--- config.mk ---
export PLATFORM = sky130hd
export DESIGN_NAME = awrm_lane
export DESIGN_NICKNAME = d
export VERILOG_FILES = /design/src/hw/rtl/awrm_pkg.sv /design/src/hw/rtl/awrm_lane.sv
export SDC_FILE = /design/constraint.sdc
export NUM_CORES = 2
export LEC_CHECK = 0
export ABC_AREA = 1
export BUFFER_PORTS_ARGS = -buffer_cell sky130_fd_sc_hd__buf_2
export CAP_MARGIN = 30
export CORE_MARGIN = 3
export CORE_UTILIZATION = 45
export CTS_BUF_LIST = sky130_fd_sc_hd__clkbuf_8
export DETAILED_ROUTE_END_ITERATION = 12
export MAX_ROUTING_LAYER = met4
export PLACE_DENSITY_LB_ADDON = 0.2
export SLEW_MARGIN = 30
export SYNTH_ARGS = -nofsm -noshare
export SYNTH_HDL_FRONTEND = slang
export SYNTH_SLANG_ARGS = --single-unit
--- constraint.sdc ---
create_clock -name clk -period 9.3 [get_ports clk]
set_input_delay 1.86 -clock clk [delete_from_list [all_inputs] [get_ports clk]]
set_output_delay 1.86 -clock clk [all_outputs]
set_load 0.01 [all_outputs]
--- src/hw/rtl/awrm_pkg.sv ---
// ----------------------------------------------------------------------------
// awrm_pkg: shared types and constants of the area-weighted region mean
// Widths of coordinates, weights, accumulators and register indexes.
// ----------------------------------------------------------------------------
package awrm_pkg;

	localparam int MAX_DIM  = 2048;
	localparam int COORD_F  = 8;
	localparam int CH_W     = 25;
	localparam int DIM_W    = 12;
	localparam int POS_W    = 11;
	localparam int COORD_W  = 22;
	localparam int CW       = COORD_W + 1;
	localparam int DXY_W    = COORD_F + 1;
	localparam int WGT_W    = 2 * COORD_F + 1;
	localparam int PROD_W   = CH_W + WGT_W + 1;
	localparam int SUM_W    = 64;
	localparam int AREA_W   = 40;
	localparam int TALLY_W  = 23;
	localparam int LANES    = 4;
	localparam int CNT_W    = 6;
	localparam int ADDR_W   = 5;

	typedef enum logic [2:0] {
		REG_IMG_WIDTH  = 3'd0,
		REG_IMG_HEIGHT = 3'd1,
		REG_RECT_MIN_X = 3'd2,
		REG_RECT_MIN_Y = 3'd3,
		REG_RECT_MAX_X = 3'd4,
		REG_RECT_MAX_Y = 3'd5
	} reg_idx_t;

	// Per-pixel control and weight leaving the coordinate stage
	typedef struct packed {
		logic             valid;
		logic             start;
		logic             last;
		logic             clip;
		logic [WGT_W-1:0] weight;
	} wgt_ctrl_t;

endpackage

--- src/hw/rtl/awrm_lane.sv ---
// ----------------------------------------------------------------------------
// awrm_lane: one colour channel
// Weights the channel value, accumulates the frame sum and divides it by
// the frame area one quotient bit per cycle, with saturation to 25 bits.
// ----------------------------------------------------------------------------
module awrm_lane (
	input  logic                              clk,
	input  logic                              arst_n,
	input  awrm_pkg::wgt_ctrl_t               ctrl_s1,
	input  logic signed [awrm_pkg::CH_W-1:0]  pix_s1,
	input  logic                              acc_en,
	input  logic                              start_s2,
	input  logic                              div_start,
	input  logic                              step,
	input  logic [awrm_pkg::AREA_W-1:0]       divisor,
	output logic signed [awrm_pkg::CH_W-1:0]  mean
);
	import awrm_pkg::*;

	logic signed [PROD_W-1:0] prod_s2, mul_a, mul_b;
	logic [SUM_W-1:0]         sum_q, sum_next;
	logic [SUM_W-1:0]         quo_q;
	logic [AREA_W-1:0]        rem_q;
	logic [AREA_W:0]          trial;
	logic                     neg_q;

	assign mul_a = PROD_W'(pix_s1);
	assign mul_b = PROD_W'({1'b0, ctrl_s1.weight});

	// Weight the channel value
	always_ff @(posedge clk) begin
		prod_s2 <= mul_a * mul_b;
	end

	assign sum_next = (start_s2 ? '0 : sum_q) + SUM_W'(prod_s2);

	// Accumulate; drop the sum into the divider at frame end
	always_ff @(posedge clk or negedge arst_n) begin
		if (!arst_n) begin
			sum_q <= '0;
		end else if (acc_en) begin
			sum_q <= div_start ? '0 : sum_next;
		end
	end

	assign trial = {rem_q, quo_q[SUM_W-1]};

	// Restoring division of the magnitude, one bit per cycle
	always_ff @(posedge clk) begin
		if (div_start) begin
			neg_q <= sum_next[SUM_W-1];
			quo_q <= sum_next[SUM_W-1] ? (~sum_next + SUM_W'(1)) : sum_next;
			rem_q <= '0;
		end else if (step) begin
			if (trial >= {1'b0, divisor}) begin
				rem_q <= AREA_W'(trial - {1'b0, divisor});
				quo_q <= {quo_q[SUM_W-2:0], 1'b1};
			end else begin
				rem_q <= trial[AREA_W-1:0];
				quo_q <= {quo_q[SUM_W-2:0], 1'b0};
			end
		end
	end

	// Apply the sign and saturate
	always_comb begin
		if (neg_q) begin
			if (quo_q > SUM_W'(1) << (CH_W-1)) begin
				mean = {1'b1, {(CH_W-1){1'b0}}};
			end else begin
				mean = -$signed(quo_q[CH_W-1:0]);
			end
		end else begin
			if (quo_q > (SUM_W'(1) << (CH_W-1)) - SUM_W'(1)) begin
				mean = {1'b0, {(CH_W-1){1'b1}}};
			end else begin
				mean = $signed(quo_q[CH_W-1:0]);
			end
		end
	end

endmodule

Word level (Yosys, flattened, before mapping)
Index checks and enable logic that the tools add are counted.
{"block": "classes", "n_addsub": 4, "multipliers": 1, "order_cmp": 3, "n_mux": 10, "bitwise_logic": 1, "n_reduce_logical": 1}
{"operator": "64-bit 2-to-1 mux", "count": 5}
{"operator": "25-bit 2-to-1 mux", "count": 3}
{"operator": "64-bit by 1-bit adder with 64-bit output (second input constant)", "count": 1}
{"operator": "64-bit adder", "count": 1}
{"operator": "64-bit by 24-bit greater-than comparator with 1-bit output (second input constant)", "count": 1}
{"operator": "64-bit by 25-bit greater-than comparator with 1-bit output (second input constant)", "count": 1}
{"operator": "64-bit NOT", "count": 1}
{"operator": "25-bit by 18-bit multiplier with 43-bit output", "count": 1}
{"operator": "41-bit by 40-bit >= comparator with 1-bit output", "count": 1}
{"operator": "40-bit 2-to-1 mux", "count": 1}
{"operator": "40-bit subtractor", "count": 1}
{"operator": "25-bit negation", "count": 1}
{"operator": "2-bit nonzero test", "count": 1}
{"operator": "1-bit 2-to-1 mux", "count": 1}
{"block": "word_totals", "regBits": 212, "input_bits": 92, "output_inout_bits": 25}

Depth between registers and ports, before layout
{"block": "logic_depth", "depth_word": 6, "ltp_mapped": 28, "mapped_depth_nobuf": 26}

Worst setup path before layout
OpenSTA, ideal clock, no wires.
{"block": "synth_path", "path_type": "input-to-reg", "from": "in pix_s1[24] (netlist bit)", "to": "reg prod_s2[42]", "arrival_time_ns": 7.592, "t_required_ns": 9.228, "path_slack_ns": 1.636, "stages": 20, "n_path_buf": 2, "cell_sequence": "clkbuf_1 -> clkbuf_1 -> nand2_1 -> fa_1 -> inv_1 -> fa_1 -> fa_1 -> fa_1 -> fa_1 -> inv_1 -> fa_1 -> inv_1 -> ha_1 -> nand2_1 -> nor2_1 -> nand2_1 -> nor4_1 -> nand2_1 -> o211ai_1 -> xor2_1"}
{"block": "synth_between", "elab_chain_cells": 1}
{"element": "start, declared", "line": "awrm_lane.sv:10", "text": "input logic signed [awrm_pkg::CH_W-1:0] pix_s1,"}
{"element": "25-bit by 18-bit multiplier with 43-bit output", "line": "awrm_lane.sv:32", "text": "prod_s2 <= mul_a * mul_b;"}
{"element": "end signal, assigned", "line": "awrm_lane.sv:32"}
{"element": "end, declared", "line": "awrm_lane.sv:20", "text": "logic signed [PROD_W-1:0] prod_s2, mul_a, mul_b;"}
Every way passes these cells.
A chain may end at the register's enable or synchronous reset.

Final worst setup path
{"block": "layout_path", "from": "in ctrl_s1[4] (netlist bit)", "to": "reg prod_s2[42]"}
{"block": "layout_between", "elab_chain_cells": 1}
{"element": "start, declared", "line": "awrm_lane.sv:9", "text": "input awrm_pkg::wgt_ctrl_t ctrl_s1,"}
{"element": "25-bit by 18-bit multiplier with 43-bit output", "line": "awrm_lane.sv:32"}
Every way passes these cells.

==> results <==
- The number of resized instances in the post-cts repair step is 0.
- Across all hold checks on the routed design, the worst slack comes to 469.8 ps.
- For this run, the top clock speed supported by timing is 130.7 MHz.
- The synthesis-to-finish area growth is 6.200%.
- The endpoint identified for the worst register-to-register timing path is quo_q[4].
- The number of buffers on the longest clock path is 3.
- Between clock sinks in the finished design, the worst skew comes to 34.38 ps.
- The first global-routing pass estimated 165.3 mm of wire.
- By count the netlist is led by nand2_1, inv_1, fa_1, nor2_1, ha_1.
- Once detailed placement completed, the half-perimeter wirelength came to 85.05 mm.
- Hold repair after CTS inserted 0 buffers.
- The remaining design rule violation count is 0.
- Max-cap violations in this run came to 0.
- The initial core utilization is 45.74%.
- The worst setup slack for register-to-register paths is 4380 ps.
- The clock net sink count is 212.
- The flow ran to the end, and the final reports show no timing, DRC or antenna violations.
- The count of mapped cells out of synthesis is 5,206.
- In this run the critical register-to-register path is launched from prod_s2[42].
- The total negative setup slack is 0 ps.
- The total of endpoints with negative setup slack in the final report is 0.
- The first-pass iteration count of the detailed router is 9.
- The worst reg2reg path depth is 20.
- The required time at the worst-slack endpoint is 9820 ps.
- The final estimated routing congestion in global placement is 1.012.
- The detail-routed via count per cell is 4.993.
- After detailed routing, the average wire length per cell comes to 16.37 um.
- TritonCTS built the clock tree.
- Yosys printed 0 warnings.
- The clock transition at the registers of the reported paths is 60 ps.
- The die span in y is 284.8 um.
- The max-slew violation count is 0.
- The cell type contributing the most total cell area after synthesis is fa_1.
- The H-tree was split into 2 levels.
- Of the synthesized area, sequential elements account for 14.91%.
- The cell count after placement is 6,202.
- The final route contains 31,330 vias.
- The largest net degree at the start of global routing is 76.
- In this run, the number of DRC markers left after iteration 0 of detailed routing was 2,121.
- The path with the worst hold slack has its endpoint at rem_q[23].
- The clock reaches the later pin of the worst-skew pair after 590 ps.
- The number of nets in the synthesized netlist is 5,925.
- The most frequent cell after synthesis is nand2_1.
- The die is 284.8 um wide.
- By area the synthesized netlist is led by fa_1, nand2_1, inv_1.
- The final layout contains 5,932 nets.
- STA classifies the critical path startpoint as a primary input.
- The register bit count reported by yosys is 212.
- The floorplan step defined a die boundary enclosing 81,100 sq um.
- In this run the tightest slew margin relative to its limit is 38.34%.
- The utilization of the core after routing is 48.58%.
- The floorplan step defined a core boundary enclosing 76,450 sq um.
- The worst path uses 82.30% of the clock period.
- The min-delay analysis places its worst path in the category reg2reg.
- The via count of the first global-routing pass was 31,090.
- For this run the aggregate overflow at the end of global routing stands at 0.
- The number of enable flip-flop cells after synthesis is 65.
- The count of buffers added on input and output ports is 112.
- The share of synthesized area in the top cell type comes to 23.93%.
- The number of distinct library cell variants in the gate-level netlist after synthesis is 55.
- During I/O placement, the number of pins put on the boundary was 117.
- The filler-free cell count of the finished design is 6,275.
- The startpoint identified for the worst hold timing path is rem_q[23].
- The worst path needs 7654 ps of the cycle, external delays included.
- The worst setup path is captured at a flop.
- The final-report hold violation count is 0.
- Counting instances, the worst hold path has a depth of 2.
- For the pin with the worst max-slew slack, the measured transition is 924.8 ps.
- The overall track demand over capacity in global routing is 26.24%.
- In the synthesized netlist the async set-or-reset flop fraction comes to 30.19%.
- The data arrival time of the critical path is 8170 ps.
- Buffers inserted during clock tree synthesis total 39.
- The number of antenna violations at the first check in global routing came to 1.
- Of the cells placed in the final design, the portion with a size suffix greater than 1 is 4.997%.
- In this run the worst path has a maximum fanout of 25.
- For this block, the routed nets add up to 102.7 mm of wire.
- In this run the remaining antenna-violating nets after routing total 0.
- The critical path start-end classification is in2reg.
- The number of rows in the core area is 101.
- The top flip-flop cell by instance count after synthesis is dfxtp_1.
- Once the clock tree was built, the setup fixing pass inserted 0 buffers.
- The cell sitting at the root of the clock tree is a clkbuf_8.
- Setup repair after global routing left no endpoint under its margin.
- A synthesized cell averages 6.718 sq um.
- The combined area of all synthesized cells is 34,970 sq um.
flip-flops by register name (all words and copies together), names as in the netlist:
signal and count:
sum_q 64, prod_s2 43, quo_q 64, neg_q 1, rem_q 40
routing by layer:
| metal | global-route usage, % | routed length (um) | vias to the layer above |
|---|---|---|---|
| li1 | - | - | 15600 |
| met1 | 34.55 | 46460 | 14850 |
| met2 | 43.13 | 48080 | 735 |
| met3 | 1.894 | 4591 | 141 |
| met4 | 8.719 | 3618 | 0 |
| met5 | - | 0 | - |
cells by family after synthesis:
| family | share of synthesized area (%) |
|---|---|
| simple gates | 26.26 |
| buf+inv | 15.79 |
| fa+ha+maj | 31.40 |
| compound gates | 8.511 |
| flops | 14.91 |
| xor+xnor | 3.130 |
final cells by class:
cell class                      count  area (sq um)
Fill cell                        7971         39310
Tap cell                         1030          1289
Sequential cell                   212          5215
Timing Repair Buffer              133         721.9
Clock inverter                     24         147.6
Multi-Input combinational cell   3530         24250
Inverter                         1297          4870
Antenna cell                        2         5.005
Clock buffer                       47         646.9
metrics by stage:
step | worst slack [ps] | cell area, sq um
3_5_place_dp | 965.4 | 36340
2_1_floorplan | 1636 | 34970
4_1_cts | 1599 | 37130
3_3_place_gp | 1021 | 36340
5_1_grt | 1188 | 37140
6_report | 1646 | 37140
worst max-delay path by stage:
| stage | from | to | slack (ps) | depth (start not counted) |
|---|---|---|---|---|
| global placement | ctrl_s1[3] | prod_s2[42] | 1020 | 19 |
| detailed placement | ctrl_s1[4] | prod_s2[42] | 970 | 19 |
| global route | ctrl_s1[3] | prod_s2[42] | 1190 | 19 |
| CTS | ctrl_s1[4] | prod_s2[42] | 1600 | 19 |
| floorplan | pix_s1[24] | prod_s2[42] | 1640 | 20 |
| finish | ctrl_s1[4] | prod_s2[42] | 1650 | 19 |
cell usage in the layout, fill, tap and decap left out, drive strengths merged, types with 4 or more instances in the layout:
master and n:
nand2 1554, nand3b 24, o21bai 10, o22ai 60, dfrtp 64, fa 418
o31ai 4, nor2 393, nand4 44, buf 133, edfxtp 65, a21oi 171
ha 209, a21boi 6, or2 5, a21o 7, a31oi 10, and2 6
dfxtp 83, nand3 175, o211ai 28, xor2 79, o21ai 208, o21a 11
xnor2 46, inv 1310, clkinv 9, clkbuf 47, nor3 27, nor4 17
critical path, stage by stage:
cell and delay (ps):
buf_2 480, nand2_1 230, fa_1 730, inv_1 140
fa_1 920, fa_1 560, inv_1 140, fa_1 430
fa_1 520, inv_1 50, fa_1 500, ha_1 430
inv_1 70, nor3_1 260, inv_1 90, nor4_1 300
nand2_1 90, o211ai_1 210, xor2_1 150
Power is not shown: default switching activity piles up to over one toggle a cycle in this logic, so the estimate is an artifact.
