File: config.mk
export PLATFORM = sky130hd
export DESIGN_NAME = awrm_weight
export DESIGN_NICKNAME = d
export VERILOG_FILES = /design/src/hw/rtl/awrm_pkg.sv /design/src/hw/rtl/awrm_weight.sv
export SDC_FILE = /design/constraint.sdc
export NUM_CORES = 1
export LEC_CHECK = 0
export BUFFER_PORTS_ARGS = -buffer_cell sky130_fd_sc_hd__buf_2
export CAP_MARGIN = 10
export CORE_ASPECT_RATIO = 0.8
export CORE_MARGIN = 1.5
export CORE_UTILIZATION = 55
export CTS_CLUSTER_SIZE = 40
export DETAILED_ROUTE_END_ITERATION = 10
export PLACE_DENSITY = 0.78
export SLEW_MARGIN = 40
export SYNTH_ARGS = -nofsm -noshare
export SYNTH_HDL_FRONTEND = slang
export SYNTH_SLANG_ARGS = --single-unit
File: constraint.sdc
create_clock -name clk -period 18 [get_ports clk]
set_input_delay 4.5 -clock clk [delete_from_list [all_inputs] [get_ports clk]]
set_output_delay 4.5 -clock clk [all_outputs]
set_load 0.05 [all_outputs]
File: src/hw/rtl/awrm_pkg.sv
// ----------------------------------------------------------------------------
// awrm_pkg: shared types and constants of the area-weighted region mean
// Widths of coordinates, weights, accumulators and register indexes.
// ----------------------------------------------------------------------------
package awrm_pkg;

	localparam int MAX_DIM  = 2048;
	localparam int COORD_F  = 8;
	localparam int CH_W     = 25;
	localparam int DIM_W    = 12;
	localparam int POS_W    = 11;
	localparam int COORD_W  = 22;
	localparam int CW       = COORD_W + 1;
	localparam int DXY_W    = COORD_F + 1;
	localparam int WGT_W    = 2 * COORD_F + 1;
	localparam int PROD_W   = CH_W + WGT_W + 1;
	localparam int SUM_W    = 64;
	localparam int AREA_W   = 40;
	localparam int TALLY_W  = 23;
	localparam int LANES    = 4;
	localparam int CNT_W    = 6;
	localparam int ADDR_W   = 5;

	typedef enum logic [2:0] {
		REG_IMG_WIDTH  = 3'd0,
		REG_IMG_HEIGHT = 3'd1,
		REG_RECT_MIN_X = 3'd2,
		REG_RECT_MIN_Y = 3'd3,
		REG_RECT_MAX_X = 3'd4,
		REG_RECT_MAX_Y = 3'd5
	} reg_idx_t;

	// Per-pixel control and weight leaving the coordinate stage
	typedef struct packed {
		logic             valid;
		logic             start;
		logic             last;
		logic             clip;
		logic [WGT_W-1:0] weight;
	} wgt_ctrl_t;

endpackage

File: src/hw/rtl/awrm_weight.sv
// ----------------------------------------------------------------------------
// awrm_weight: raster position and overlap weight
// Tracks the pixel position, clips the rectangle to the image and registers
// the overlap area of each accepted pixel with the clipped rectangle.
// ----------------------------------------------------------------------------
module awrm_weight (
	input  logic                               clk,
	input  logic                               arst_n,
	input  logic                               accept,
	input  logic                               frame_start,
	input  logic [awrm_pkg::DIM_W-1:0]         img_width,
	input  logic [awrm_pkg::DIM_W-1:0]         img_height,
	input  logic signed [awrm_pkg::COORD_W-1:0] rect_min_x,
	input  logic signed [awrm_pkg::COORD_W-1:0] rect_min_y,
	input  logic signed [awrm_pkg::COORD_W-1:0] rect_max_x,
	input  logic signed [awrm_pkg::COORD_W-1:0] rect_max_y,
	output awrm_pkg::wgt_ctrl_t                ctrl_s1
);
	import awrm_pkg::*;

	logic [POS_W-1:0]    col_q, row_q, cx, ry;
	logic [DIM_W-1:0]    w_eff, h_eff;
	logic signed [CW-1:0] x0, y0, x1, y1, x_lim, y_lim;
	logic signed [CW-1:0] x_lo, x_hi, y_lo, y_hi, dx, dy;
	logic [DXY_W-1:0]    dx_c, dy_c;
	logic [2*DXY_W-1:0]  area;
	logic                clip, col_end, row_end;

	// Clamp the image size to the supported range
	always_comb begin
		if (img_width == '0) begin
			w_eff = DIM_W'(1);
		end else if (img_width > DIM_W'(MAX_DIM)) begin
			w_eff = DIM_W'(MAX_DIM);
		end else begin
			w_eff = img_width;
		end
		if (img_height == '0) begin
			h_eff = DIM_W'(1);
		end else if (img_height > DIM_W'(MAX_DIM)) begin
			h_eff = DIM_W'(MAX_DIM);
		end else begin
			h_eff = img_height;
		end
	end

	// Clip the rectangle to the image
	always_comb begin
		x_lim = CW'({w_eff, COORD_F'(0)});
		y_lim = CW'({h_eff, COORD_F'(0)});
		x0 = (rect_min_x < 0) ? CW'(0) : CW'(rect_min_x);
		y0 = (rect_min_y < 0) ? CW'(0) : CW'(rect_min_y);
		x1 = (CW'(rect_max_x) < x_lim) ? CW'(rect_max_x) : x_lim;
		y1 = (CW'(rect_max_y) < y_lim) ? CW'(rect_max_y) : y_lim;
		clip = (x1 > x0) && (y1 > y0);
	end

	// Overlap of the current pixel with the clipped rectangle
	always_comb begin
		cx = frame_start ? '0 : col_q;
		ry = frame_start ? '0 : row_q;
		x_lo = CW'({cx, COORD_F'(0)});
		x_hi = CW'({{1'b0, cx} + (POS_W+1)'(1), COORD_F'(0)});
		y_lo = CW'({ry, COORD_F'(0)});
		y_hi = CW'({{1'b0, ry} + (POS_W+1)'(1), COORD_F'(0)});
		dx = ((x_hi < x1) ? x_hi : x1) - ((x_lo > x0) ? x_lo : x0);
		dy = ((y_hi < y1) ? y_hi : y1) - ((y_lo > y0) ? y_lo : y0);
		dx_c = (dx > 0) ? dx[DXY_W-1:0] : '0;
		dy_c = (dy > 0) ? dy[DXY_W-1:0] : '0;
		area = (2*DXY_W)'(dx_c) * (2*DXY_W)'(dy_c);
		col_end = {1'b0, cx} >= (w_eff - DIM_W'(1));
		row_end = {1'b0, ry} >= (h_eff - DIM_W'(1));
	end

	// Advance the raster position and register the weight
	always_ff @(posedge clk or negedge arst_n) begin
		if (!arst_n) begin
			col_q   <= '0;
			row_q   <= '0;
			ctrl_s1 <= '0;
		end else begin
			ctrl_s1.valid <= accept;
			if (accept) begin
				if (col_end && row_end) begin
					col_q <= '0;
					row_q <= '0;
				end else if (col_end) begin
					col_q <= '0;
					row_q <= ry + POS_W'(1);
				end else begin
					col_q <= cx + POS_W'(1);
					row_q <= ry;
				end
				ctrl_s1.start  <= frame_start;
				ctrl_s1.last   <= col_end && row_end;
				ctrl_s1.clip   <= clip;
				ctrl_s1.weight <= clip ? area[WGT_W-1:0] : '0;
			end
		end
	end

endmodule

Word level (Yosys, flattened, before mapping)
Index checks and enable logic that the tools add are counted.

Multipliers: 1. Reductions and logical operators: 4. Add/subtract/negate cells: 8. Muxes and demuxes: 21. $lt $le $gt $ge: 16.

Operators by type and width (count): 23-bit two-way mux (8); 11-bit two-way mux (6); 12-bit two-way mux (4); 20-bit by 23-bit greater-than comparator with 1-bit output (2); 23-bit by 1-bit greater-than comparator with 1-bit output, second input constant (2); 23-bit greater-than comparator (2); 21-bit by 23-bit less-than comparator with 1-bit output (2); 23-bit subtractor (2); 22-bit by 1-bit less-than comparator with 1-bit output, second input constant (2); 22-bit by 21-bit less-than comparator with 1-bit output (2); 11-bit by 1-bit adder with 12-bit output, second input constant (2); 11-bit by 12-bit >= comparator with 1-bit output (2); 12-bit greater-than comparator, second input constant (2); 12-bit zero test (2); 12-bit by 1-bit subtractor with 12-bit output, second input constant (2); 11-bit by 1-bit adder with 11-bit output, second input constant (2); 9-bit two-way mux (2); 9-bit by 9-bit multiplier with 17-bit output (1); 17-bit two-way mux (1); 1-bit logical AND (2).

Input bits: 116. Output and inout bits: 21. Bits in registers: 43. Word-level logic and storage cells: 57.

Depth between registers and ports, before layout
Gate-level depths: netlist of run 1.

Word-level depth: 12. Depth in mapped cells: 59. Mapped depth without buffers: 54.

Worst setup path before layout of run 1
OpenSTA, ideal clock, no wires.

Kind: input -> register. Start: in img_height[11] in the netlist's numbering. End: reg ctrl_s1[16] in the netlist's numbering. Library setup time: 0.121 ns. Required time: 17.879 ns. Stages: 58. Arrival time: 16.245 ns. Buffers on the path: 5. Slack: 1.635 ns. Path through: clkbuf_1 -> nor2b_1 -> inv_1 -> ha_1 -> a21o_1 -> a21oi_1 -> nor2b_1 -> o21ai_0 -> nand2b_1 -> a2111oi_0 -> o31ai_1 -> ha_1 -> buf_4 -> buf_1 -> mux2_2 -> inv_1 -> ha_1 -> a21o_1 -> [... 22 more ...] -> nand2_1 -> fa_1 -> fa_1 -> inv_1 -> ha_1 -> inv_1 -> fa_1 -> inv_1 -> fa_1 -> a21o_1 -> a21oi_1 -> o21ai_0 -> a31oi_1 -> o221ai_1 -> nor4_1 -> nor3_1 -> xnor2_1 -> a22o_1.

Word-level cells in the longest chain between the ends: 12. Elaborated cells between the ends (all ways): 15. Classes of those cells: add/sub (1); mul (1); order compare (5); mux (6); reduce/logical (2).

Ends and longest elaborated chain: start, declared (RTL line awrm_weight.sv:12) `input logic [awrm_pkg::DIM_W-1:0] img_height,`; 12-bit greater-than comparator (RTL line awrm_weight.sv:40) `end else if (img_height > DIM_W'(MAX_DIM)) begin`; 12-bit two-way mux (RTL line awrm_weight.sv:40); 12-bit two-way mux (*) (RTL line awrm_weight.sv:38) `if (img_height == '0) begin`; 22-bit by 21-bit less-than comparator with 1-bit output (RTL line awrm_weight.sv:54) `y1 = (CW'(rect_max_y) < y_lim) ? CW'(rect_max_y) : y_lim;`; 23-bit two-way mux (*) (RTL line awrm_weight.sv:54); 21-bit by 23-bit less-than comparator with 1-bit output (RTL line awrm_weight.sv:67) `dy = ((y_hi < y1) ? y_hi : y1) - ((y_lo > y0) ? y_lo : y0);`; 23-bit two-way mux (RTL line awrm_weight.sv:67); 23-bit subtractor (RTL line awrm_weight.sv:67); 23-bit by 1-bit greater-than comparator with 1-bit output (RTL line awrm_weight.sv:69) `dy_c = (dy > 0) ? dy[DXY_W-1:0] : '0;`; 9-bit two-way mux (RTL line awrm_weight.sv:69); 9-bit by 9-bit multiplier with 17-bit output (RTL line awrm_weight.sv:70) `area = (2*DXY_W)'(dx_c) * (2*DXY_W)'(dy_c);`; 17-bit two-way mux (*) (RTL line awrm_weight.sv:97) `ctrl_s1.weight <= clip ? area[WGT_W-1:0] : '0;`; end, declared (RTL line awrm_weight.sv:17) `output awrm_pkg::wgt_ctrl_t ctrl_s1`.

Mark *: on every way between the ends. The rest lies on a longest branch, timed or not. A chain may end at the register's enable or synchronous reset.

Final worst setup path of run 1
Same ends and word-level chain as after synthesis.

==> results.sh, run 1 <==
export IMPL_period_minus_slack_ps=16990
export IMPL_timing_hold_ws_ps=482.7
export IMPL_critPathBufInv=7
export IMPL_yosys_top_cells_count="ha_1, inv_1, nand2_1"
export IMPL_synthCells=1502
export IMPL_portBuffers=136
export IMPL_drc_errors=0
export IMPL_cts_path_max_buffers=2
export IMPL_hpwl_mm=28.15
export IMPL_reg2reg_depth=45
export IMPL_finalCritPeriodShare_pct=94.36
export IMPL_grt_pass1_wl_mm=55.16
export IMPL_overflow=0
export IMPL_endpoint="ctrl_s1[16]"
export IMPL_reg2reg_slack_ps=6700
export IMPL_cts_setup_buffers=0
export IMPL_setup_viol=0
export IMPL_crit_type="primary input to flop"
export IMPL_vias_per_cell=6.152
export IMPL_p_per_area_nw_per_um2=42.01
export IMPL_start_util_pct=56.26
export IMPL_wl_mm=34.07
export IMPL_final_nets=1964
export IMPL_slowest_stage="fa_1"
export IMPL_slowest_delay_ps=540
export IMPL_p_total_uw=533.6
export IMPL_maxCapViolCount=0
export IMPL_yosysTopAreaCell="ha_1"
export IMPL_grt_pass1_vias=10773
export IMPL_stdcell_area_um2=12700
export IMPL_die_y_um=133.1
export IMPL_insertedDiodeCount=0
export IMPL_routedWlPerCell_um=18.19
export IMPL_min_from="ctrl_s1[18]"
export IMPL_dp_slack_ps=449.9
export IMPL_rsz0062_at_grt="no"
export IMPL_r2r_end="ctrl_s1[16]"
export IMPL_r2r_start="row_q[0]"
export IMPL_drtAntennaViolNets=0
export IMPL_critical_path_depth=54
export IMPL_async_reset_ff_share_pct=100.0
export IMPL_placed_area_um2=12530
export IMPL_worst_pin_slew_ps=838.5
export IMPL_path_clk_slew_ps=80
export IMPL_cts_buffers=5
export IMPL_setup_worst_path_start_class="primary input"
export IMPL_synth_cell_types=87
export IMPL_yosys_top_cells_area="ha_1, dfrtp_1, fa_1"
export IMPL_drv_slew=0
export IMPL_place_gp_congestion=0.9653
export IMPL_crit_start="img_height[11]"
export IMPL_die_area_um2=22060
export IMPL_synth_edf_count=0
export IMPL_cp_end_kind="flop"
export IMPL_grt_usage_pct=30.46
export IMPL_core_um2=20700
export IMPL_drt_initial_drc_count=1326
export IMPL_dr_total_vias=11522
export IMPL_syn_nets=1863
export IMPL_fill_cells=1900
export IMPL_ys_ff_latch=43
export IMPL_setup_tns_final_ps=0
export IMPL_yosysSeqAreaShare_pct=9.240
export IMPL_ios=137
export IMPL_outcome="finished clean"
export IMPL_critPathRequiredTime_ps=18190
export IMPL_final_hold_viol_count=0
export IMPL_arrival_ps=17180
export IMPL_avgSynthCellArea_um2=7.753
export IMPL_row_count=47
export IMPL_ys_warn_count=0
export IMPL_syn_area_um2=11640
export IMPL_drtPass1Iterations=5
export IMPL_irDropWorstVdd_mv=0.03053
export IMPL_p_leak_uw=0.006364
export IMPL_clock_latency_ps=310
export IMPL_finalWorstSetupSlack_ps=1015
export IMPL_yosysMostFrequentCell="ha_1"
export IMPL_cts_root_buffer_cell="clkbuf_16"
export IMPL_cts_resized=0
export IMPL_critPathTopFamily="adder cells"
export IMPL_cts_sinks=43
export IMPL_cts_hold_buffers=0
export IMPL_relSlewSlack_pct=42.65
export IMPL_synth_top_cell_area_share_pct=20.84
export IMPL_synthFlopType="dfrtp_1"
export IMPL_fin_skew_ps=13.43
export IMPL_antenna_found_initial=0
export IMPL_grt_start_max_net_pins=44
export IMPL_h_tree_depth=2
export IMPL_area_growth_pct=9.068
export IMPL_worst_path_max_fanout=17
export IMPL_die_w_um=165.7
export IMPL_min_path_type="flop to flop"
export IMPL_fmax_mhz=58.87
export IMPL_cts_tree="built"
export IMPL_drive_gt1_share_pct=12.34
state kept, by name, summed over array words and instances, names as in the netlist:
register and count:
row_q 11, ctrl_s1 21, col_q 11
per-layer routing:
layer	wire length (µm)	track usage, %	vias to the layer above
li1	-	-	5533
met1	16600	46.16	5395
met2	14020	46.13	555
met3	2954	4.100	39
met4	493	5.806	0
met5	0	0	-
per-stage QoR:
stage               cells  util, %
floorplan            1502        -
global placement     1865    60.47
detailed placement   1865    60.55
CTS                  1873    61.28
global route         1873    61.36
finish               1873    61.36
power breakdown:
part           internal (µW)  total, µW  switching, µW
clock                   52.9        101           48.0
sequential              98.5        100           1.75
combinational            128        332            204
total                    280        534            254
cell type report:
type,instances,area (µm²),area share [%]
inverter,153,574.3,4.522
multi-input combinational,1254,9804,77.19
clock buffer,5,125.1,0.9851
clock inverter,3,26.28,0.2069
tap,269,336.6,2.650
timing repair buffer,146,758.2,5.970
sequential,43,1076,8.472
layout by cell type (no fill, tap or decap), types with 8 or more instances in the layout:
cell type  instances
nand2_1          129
nor2b_1           80
a22o_1            20
xor2_1            25
buf_4             11
inv_1            147
a21o_1            35
nand4_1           20
ha_1             193
nor3_1            28
fa_1              51
o21ai_0           48
dfrtp_1           43
buf_2            135
nor2_1           105
or2_2              9
a31oi_1           24
nand3_1           54
mux2_2            13
and3_1            20
a21oi_1           80
o21a_1            21
mux2i_1           26
o211ai_1           9
o2bb2ai_1          8
xnor2_1           45
and2_1            26
nand2b_1          27
nor4_1            21
worst min-delay path by stage:
stage	endpoint	slack (ps)	depth (start not counted)
floorplan	col_q[2]	470	1
global placement	ctrl_s1[17]	460	1
detailed placement	ctrl_s1[18]	470	1
CTS	ctrl_s1[18]	490	1
global route	ctrl_s1[18]	500	1
finish	ctrl_s1[18]	480	1
worst register-to-register path: cells and delay by family, from the launching register on:
| kind | cells | cell delay (ps) |
|---|---|---|
| buffers and inverters | 5 | 310 |
| XOR/XNOR | 2 | 300 |
| AO/OA/AOI/OAI | 12 | 2610 |
| AND/OR/NAND/NOR | 16 | 3580 |
| adder cells (fa/ha/maj) | 10 | 3940 |
| flip-flops | 1 | 430 |
cell families (layout without fill, tap and decap cells):
group / after synthesis / after routing / share of synthesized area [%]
DFF: 43 / 43 / 9.240
AOI/OAI and AO/OA: 332 / 332 / 19.79
buffers and inverters: 205 / 307 / 6.823
xor gates and xnor gates: 71 / 71 / 5.405
and+or+nand+nor: 558 / 558 / 24.74
muxes: 41 / 41 / 3.782
adders and majority gates: 252 / 252 / 30.21
Power figures use the tool's default switching activity.
==> inputs of run 2 (changes only) <==
- BUFFER_PORTS_ARGS: -buffer_cell sky130_fd_sc_hd__buf_2 -> -buffer_cell sky130_fd_sc_hd__buf_4
- GPL_TIMING_DRIVEN: not set -> 0
==> run 2 against run 1 <==
  * Utilization is 2.6 points higher
  * Worst hold slack better by 6.6 ps
  * Global-route usage is 1.7 points higher
  * Critical path depth stayed put
  * Critical endpoint unchanged
==> results.sh, run 2 (same netlist as run 1, synthesis figures left out) <==
export IMPL_outcome="finished clean"
export IMPL_reg2reg_depth=44
export IMPL_worst_path_max_fanout=10
export IMPL_timing_hold_ws_ps=489.3
export IMPL_period_minus_slack_ps=17280
export IMPL_arrival_ps=17490
export IMPL_slowest_stage="nor4_1"
export IMPL_cts_buffers=5
export IMPL_finalCritPeriodShare_pct=96.03
export IMPL_min_path_type="flop to flop"
export IMPL_netSwitchingFraction_pct=47.13
export IMPL_fin_skew_ps=5.680
export IMPL_h_tree_depth=2
export IMPL_top_regs="ctrl_s1 (21), col_q (11), row_q (11)"
export IMPL_drtPass1Iterations=6
export IMPL_drc_errors=0
export IMPL_setup_worst_path_start_class="primary input"
export IMPL_worst_hold_path_endpoint="ctrl_s1[18]"
export IMPL_largest_register_ffs=21
export IMPL_r2r_end="ctrl_s1[16]"
export IMPL_critPathBufInv=8
export IMPL_core_um2=20700
export IMPL_drt_initial_drc_count=1237
export IMPL_final_nets=2008
export IMPL_row_count=47
export IMPL_dr_total_vias=11798
export IMPL_wl_mm=35.97
export IMPL_setup_viol=0
export IMPL_drtAntennaViolNets=0
export IMPL_drive_gt1_share_pct=12.80
export IMPL_hpwl_mm=30.00
export IMPL_grt_pass1_wl_mm=57.25
export IMPL_cts_sinks=43
export IMPL_p_leak_uw=0.006536
export IMPL_grt_usage_pct=32.13
export IMPL_irDropWorstVdd_mv=0.03701
export IMPL_cts_tree="built"
export IMPL_portBuffers=136
export IMPL_drv_slew=0
export IMPL_maxCapViolCount=0
export IMPL_slowest_delay_ps=550
export IMPL_die_area_um2=22060
export IMPL_holdPathStages=1
export IMPL_seqPwrFrac_pct=18.4
export IMPL_r2r_start="row_q[1]"
export IMPL_path_clk_slew_ps=70
export IMPL_antenna_found_initial=0
export IMPL_routedWlPerCell_um=18.76
export IMPL_clkPwrFrac_pct=18.2
export IMPL_start_util_pct=56.26
export IMPL_p_total_uw=545.1
export IMPL_comb_power_share_pct=63.5
export IMPL_vias_per_cell=6.154
export IMPL_cts_hold_buffers=0
export IMPL_regMostFlops="ctrl_s1"
export IMPL_critPathRequiredTime_ps=18200
export IMPL_post_route_util_pct=63.96
export IMPL_grt_start_max_net_pins=44
export IMPL_cp_end_kind="flop"
export IMPL_min_from="ctrl_s1[18]"
export IMPL_overflow=0
export IMPL_die_w_um=165.7
export IMPL_area_growth_pct=13.70
export IMPL_power_switching_uw=256.9
export IMPL_grt_pass1_vias=11178
export IMPL_fmax_mhz=57.85
export IMPL_worst_pin_slew_ps=885.4
export IMPL_layout_commonest_cell="ha_1"
export IMPL_reg2reg_slack_ps=6840
export IMPL_clock_latency_ps=310
export IMPL_critPathTopFamily="adder cells"
export IMPL_cts_path_max_buffers=2
export IMPL_die_y_um=133.1
export IMPL_insertedDiodeCount=0
export IMPL_final_hold_viol_count=0
export IMPL_relSlewSlack_pct=40.77
export IMPL_place_gp_congestion=0.9846
export IMPL_crit_type="primary input to flop"
export IMPL_cts_root_buffer_cell="clkbuf_16"
export IMPL_ios=137
export IMPL_final_cell_mix="ha_1, inv_1, buf_4, nand2_1, nor2_1"
export IMPL_p_int_uw=288.2
export IMPL_p_per_area_nw_per_um2=41.17
run 2: cell count changes in the layout (fill, tap and decap cells not counted), moves of 3 or more:
cell | before | now
buf_4 | 11 | 142
buf_2 | 135 | 6
clkbuf_1 | 0 | 32
buf_1 | 0 | 5
clkbuf_2 | 0 | 3
nor3_1 | 28 | 25
nor3_2 | 0 | 3
run 2: timing repair:
item | CTS | global route
setup buffers | 0 | 3
resized for setup | 0 | 22
endpoints found under the setup margin | 0 | 8
run 2: metrics by stage:
stage | worst slack, ps | cells | TNS [ps] | instance area (µm²)
6_report | 715.1 | 1917 | 0 | 13240
5_1_grt | -0.9681 | 1917 | -0.9681 | 13240
4_1_cts | 107.9 | 1916 | 0 | 13160
3_5_place_dp | -196.3 | 1908 | -237.2 | 13010
3_3_place_gp | -19.78 | 1907 | -19.78 | 13000
2_1_floorplan | 1635 | 1502 | 0 | 11640
run 2: layout make-up:
cell class	count	area [µm²]
buffer	50	220.2
multi-input combinational	1254	9836
tap	269	336.6
clock inverter	3	23.77
inverter	153	574.3
clock buffer	5	125.1
timing repair buffer	140	1049
fill	1883	7460
sequential	43	1076
run 2: power groups by stage:
| stage | combinational (µW) | clock (µW) | sequential, µW |
|---|---|---|---|
| final | 346 | 99.0 | 100 |
| after floorplan | 230 | 0 | 104 |
| after CTS | 335 | 99.6 | 100 |
| after detailed placement | 333 | 0 | 102 |
| after global placement | 326 | 0 | 102 |
| after global routing | 380 | 104 | 100 |
run 2: layer usage:
layer / vias up / global-route usage, % / part of all wire [%]
met2: 594 / 49.38 / 42
met3: 61 / 5.169 / 10
met4: 0 / 8.208 / 2.2
li1: 5637 / - / -
met1: 5506 / 46.82 / 46
met5: - / 0 / 0
run 2: worst max-delay path by stage:
stage,end,start,cells after the start
after floorplan,ctrl_s1[16],img_height[11],58
after global placement,ctrl_s1[16],img_height[11],58
after detailed placement,ctrl_s1[16],img_height[11],57
after CTS,ctrl_s1[16],img_height[11],57
after global routing,ctrl_s1[16],img_height[11],58
final,ctrl_s1[16],img_height[1],54
